## config.mk

```make
export PLATFORM = sky130hd
export DESIGN_NAME = tlhc_ctrl
export DESIGN_NICKNAME = d
export VERILOG_FILES = /design/src/design/tlhc_pkg.sv /design/src/design/tlhc_ctrl.sv
export SDC_FILE = /design/constraint.sdc
export NUM_CORES = 1
export LEC_CHECK = 0
export ABC_AREA = 1
export BUFFER_PORTS_ARGS = -buffer_cell sky130_fd_sc_hd__buf_4
export CORE_AREA = 2 2 39 41
export CTS_BUF_LIST = sky130_fd_sc_hd__clkbuf_8
export CTS_CLUSTER_SIZE = 16
export DETAILED_ROUTE_END_ITERATION = 6
export DIE_AREA = 0 0 41 43
export GPL_TIMING_DRIVEN = 0
export PLACE_DENSITY = 0.3
export SLEW_MARGIN = 5
export SYNTH_ARGS = -nofsm -noshare
export SYNTH_HDL_FRONTEND = slang
export SYNTH_SLANG_ARGS = --single-unit
```

## constraint.sdc

```tcl
create_clock -name aclk -period 1.1 [get_ports aclk]
set_clock_uncertainty 0.1 [all_clocks]
set_input_delay 0.11 -clock aclk [delete_from_list [all_inputs] [get_ports aclk]]
set_output_delay 0.11 -clock aclk [all_outputs]
set_load 0.01 [all_outputs]
```

## src/design/tlhc_pkg.sv

```systemverilog
`timescale 1ns / 1ps
// ============================================================================
// tlhc_pkg
// Shared types and constants for the two-level LRU hot page classifier.
// ============================================================================
package tlhc_pkg;

    localparam int HOT_ENTRIES_DEF       = 64;
    localparam int CANDIDATE_ENTRIES_DEF = 64;

    localparam logic OP_WRITE = 1'b0;
    localparam logic OP_QUERY = 1'b1;

    localparam logic [1:0] OUTCOME_QUERY   = 2'd0;
    localparam logic [1:0] OUTCOME_REFRESH = 2'd1;
    localparam logic [1:0] OUTCOME_PROMOTE = 2'd2;
    localparam logic [1:0] OUTCOME_NEW     = 2'd3;

    typedef struct packed {
        logic        operation;
        logic [31:0] page_number;
    } req_t;

    typedef struct packed {
        logic        is_hot;
        logic [1:0]  outcome;
        logic        evicted_valid;
        logic [31:0] evicted_page;
    } rsp_t;

    typedef struct packed {
        logic capture;
        logic compare;
        logic update;
    } dp_cmd_t;

endpackage

```

## src/design/tlhc_ctrl.sv

```systemverilog
`timescale 1ns / 1ps
// ============================================================================
// tlhc_ctrl
// Sequencer: accept, compare, update; owns the input and result handshakes.
// ============================================================================
module tlhc_ctrl (
    input  logic              aclk,
    input  logic              aresetn,
    input  logic              s_valid,
    output logic              s_ready,
    output logic              m_valid,
    input  logic              m_ready,
    output tlhc_pkg::dp_cmd_t cmd
);
    import tlhc_pkg::*;

    typedef enum logic [1:0] {
        ST_IDLE,
        ST_CMP,
        ST_UPD
    } state_t;

    state_t state_reg, state_next;
    logic   m_valid_reg, m_valid_next;
    logic   out_free, accept, update;

    assign out_free = !m_valid_reg || m_ready;
    assign update   = (state_reg == ST_UPD) && out_free;
    assign s_ready  = (state_reg == ST_IDLE) || update;
    assign accept   = s_valid && s_ready;

    assign cmd.capture = accept;
    assign cmd.compare = (state_reg == ST_CMP);
    assign cmd.update  = update;

    always_comb begin
        state_next = state_reg;
        unique case (state_reg)
            ST_IDLE: begin
                if (accept) begin
                    state_next = ST_CMP;
                end
            end
            ST_CMP: begin
                state_next = ST_UPD;
            end
            ST_UPD: begin
                if (update) begin
                    state_next = accept ? ST_CMP : ST_IDLE;
                end
            end
            default: begin
                state_next = ST_IDLE;
            end
        endcase
        m_valid_next = update ? 1'b1 : (m_valid_reg && !m_ready);
    end

    always_ff @(posedge aclk) begin
        if (!aresetn) begin
            state_reg   <= ST_IDLE;
            m_valid_reg <= 1'b0;
        end else begin
            state_reg   <= state_next;
            m_valid_reg <= m_valid_next;
        end
    end

    assign m_valid = m_valid_reg;

    a_update_needs_room: assert property (@(posedge aclk) disable iff (!aresetn)
        cmd.update |-> (!m_valid_reg || m_ready))
        else $error("result overwritten before it was taken");

    a_cmp_follows_accept: assert property (@(posedge aclk) disable iff (!aresetn)
        accept |=> (state_reg == ST_CMP))
        else $error("compare did not follow accepted request");

    a_update_follows_cmp: assert property (@(posedge aclk) disable iff (!aresetn)
        (state_reg == ST_CMP) |=> (state_reg == ST_UPD))
        else $error("update did not follow compare");

endmodule

```

==> insert_results.sql <==
INSERT INTO impl_metrics (metric_group, metric, value, unit) VALUES
('timing', 'fin_worst_hold_slack', '29.2', 'ps'),
('cells_and_area', 'layout.nets', '46', ''),
('floorplan', 'die_width', '41', 'um'),
('clocking', 'worst_skew_pair.late_latency', '210', 'ps'),
('worst_setup_path', 'ff2ff_path_depth', '6', ''),
('logic_synthesis', 'synth-compound-area-share', '11.6', '%'),
('status', 'result_of_the_run', 'finished with violations', ''),
('grt', 'first_pass_grt_wire_length', '690', 'um'),
('clocking', 'clkTransAtPathRegs', '30', 'ps'),
('power_and_ir_drop', 'total_leakage_power', '0.202', 'nW'),
('clocking', 'tritoncts_num_sinks', '3', ''),
('cells_and_area', 'num_antenna_cells', '0', ''),
('timing', 'timing.final.ws_setup', '-40.9', 'ps'),
('placed_design', 'dp_worst_setup_slack', '-11.9', 'ps'),
('placed_design', 'post_place_cells', '47', ''),
('logic_synthesis', 'synth_top_family_by_area', 'buffers and inverters', ''),
('clocking', 'cts_buffer_depth', '2', ''),
('routing', 'via_count', '199', ''),
('timing', 'hold_violations', '0', ''),
('floorplan', 'ioPinCount', '9', ''),
('grt', 'global_route.overflow_total', '0', ''),
('clocking', 'cts_tree', 'built', ''),
('power_and_ir_drop', 'pwr_density_cell', '1290', 'nW/um2'),
('logic_synthesis', 'synthAdderAreaFrac', '0', '%'),
('routing', 'detail_route.wirelength', '479', 'um'),
('floorplan', 'die_area', '1760', 'um2'),
('timing', 'finalCriticalPeriod', '1140', 'ps'),
('logic_synthesis', 'synth.net_count', '27', ''),
('status', 'violations', 'negative setup slack', ''),
('logic_synthesis', 'synth.area.mux_share', '0', '%'),
('timing', 'headroom_to_the_max_slew_limit', '89.2', '%'),
('clocking', 'num_cts_buffers', '3', ''),
('timing', 'min_period_over_period', '104', '%'),
('cells_and_area', 'syn2layout_area_growth', '149', '%'),
('logic_synthesis', 'synth_xor_area_share', '0', '%'),
('timing', 'fin_tns_setup', '-127', 'ps'),
('logic_synthesis', 'mappedNetlistArea', '161', 'um2'),
('routing', 'route.detailed.vias_per_inst', '3.49', ''),
('worst_setup_path', 'critPathCaptureType', 'output pin', ''),
('logic_synthesis', 'ys_seq_elements', '3', ''),
('cells_and_area', 'drive_gt1_share', '82.9', '%'),
('logic_synthesis', 'most_area_consuming_cells_after_synthesis', 'sky130_fd_sc_hd__dfxtp_1 37%, sky130_fd_sc_hd__buf_4 14%, sky130_fd_sc_hd__inv_1 9.3%', ''),
('worst_setup_path', 'worstPathRequired', '890', 'ps'),
('placed_design', 'gpl.final_weighted_congestion', '0.635', ''),
('logic_synthesis', 'yosysWarningCount', '0', ''),
('logic_synthesis', 'yosysUniqueCellTypes', '10', ''),
('hold_path', 'worst_hold_path.num_cells', '3', ''),
('worst_setup_path', 'critical_path_class', 'register to output pin', ''),
('timing', 'fmaxAchievable', '876', 'MHz'),
('logic_synthesis', 'synthSimpleGateAreaFrac', '25.6', '%'),
('floorplan', 'dieHeight', '43', 'um'),
('run', 'cap_viol_max_count', '0', ''),
('timing', 'tightest_slew', '161', 'ps'),
('routing', 'drt_pre_antenna_iters', '1', ''),
('cells_and_area', 'fill_cells', '153', ''),
('grt', 'antenna_found_initial', '0', ''),
('logic_synthesis', 'post_synth_inst_count', '23', ''),
('grt', 'gr-usage-all-layers', '6.21', '%'),
('timing', 'setup_violations', '4', ''),
('routing', 'route.detailed.drc', '0', ''),
('routing', 'initialDrtViolationCount', '0', ''),
('routing', 'final_antenna_net_count', '0', ''),
('cells_and_area', 'mostFrequentLayoutCells', '13 x sky130_fd_sc_hd__buf_4, 4 x sky130_fd_sc_hd__buf_6, 3 x sky130_fd_sc_hd__inv_1, 3 x sky130_fd_sc_hd__clkbuf_8', ''),
('floorplan', 'start_util', '11.7', '%'),
('clocking', 'clockRootBuffer', 'sky130_fd_sc_hd__clkbuf_8', ''),
('placed_design', 'port_buffers', '8', ''),
('grt', 'grt_max_degree', '5', ''),
('logic_synthesis', 'seq_area_frac_synth', '37.2', '%'),
('cells_and_area', 'largest_register_ff_count', '2', ''),
('worst_setup_path', 'startpoint_kind_of_the_worst_setup_timing_path', 'register', ''),
('logic_synthesis', 'avgSynthCellArea', '7.02', 'um2');
worst max-delay path: stages (launching register included):
cell and delay [ps]:
sky130_fd_sc_hd__dfxtp_4 370, sky130_fd_sc_hd__buf_6 100, sky130_fd_sc_hd__nand2_4 50, sky130_fd_sc_hd__nor2_4 100, sky130_fd_sc_hd__buf_6 100
cells in the mapped netlist (all sizes together):
master and number:
a21oi 3, nand2 4, nor2 3, nand3 2, buf 3, dfxtp 3
inv 5
cell families after synthesis:
family                 Yosys count
AO/OA/AOI/OAI                    3
buffers and inverters            8
flip-flops                       3
AND/OR/NAND/NOR                  9
power by group:
group	switching [mW]	total [mW]	internal, mW
registers	0.00704	0.119	0.112
clock network	0.0750	0.313	0.238
logic	0.0352	0.0853	0.0501
total	0.117	0.517	0.400
metrics by stage:
step	instance area, um2	power [mW]
3_3_place_gp	241	0.175
5_1_grt	402	0.548
4_1_cts	354	0.519
2_1_floorplan	161	0.149
3_5_place_dp	241	0.175
6_report	402	0.517
routing by layer:
metal / track usage, % / routed length, um
met5: 0 / 0
met4: 6.00 / 0
met3: 3.14 / 30
met2: 10.0 / 291
met1: 4.78 / 157
final timing paths:
path	endpoint	slack [ps]	startpoint
hold / removal	state_reg[0]	30	aresetn
setup / recovery	cmd[0]	-40	state_reg[1]
setup reg to reg	state_reg[0]	-20	m_valid
hold reg to reg	state_reg[1]	400	state_reg[0]
layout make-up:
| type | instances | area (um2) | area share, % |
|---|---|---|---|
| Timing Repair Buffer | 17 | 143 | 35.5 |
| Clock buffer | 3 | 41.3 | 10.3 |
| Multi-Input combinational cell | 12 | 101 | 25.2 |
| Clock inverter | 1 | 3.75 | 0.935 |
| Tap cell | 16 | 20.0 | 4.98 |
| Inverter | 5 | 23.8 | 5.92 |
| Sequential cell | 3 | 68.8 | 17.1 |
repair_timing:
| item | in CTS | in global routing |
|---|---|---|
| setup endpoints to repair | 4 | 5 |
| gates resized for setup | 12 | 11 |
| pin swaps | 5 | 6 |
| setup buffers | 9 | 1 |
| hold buffers | 0 | 0 |
Power figures use the tool's default switching activity.
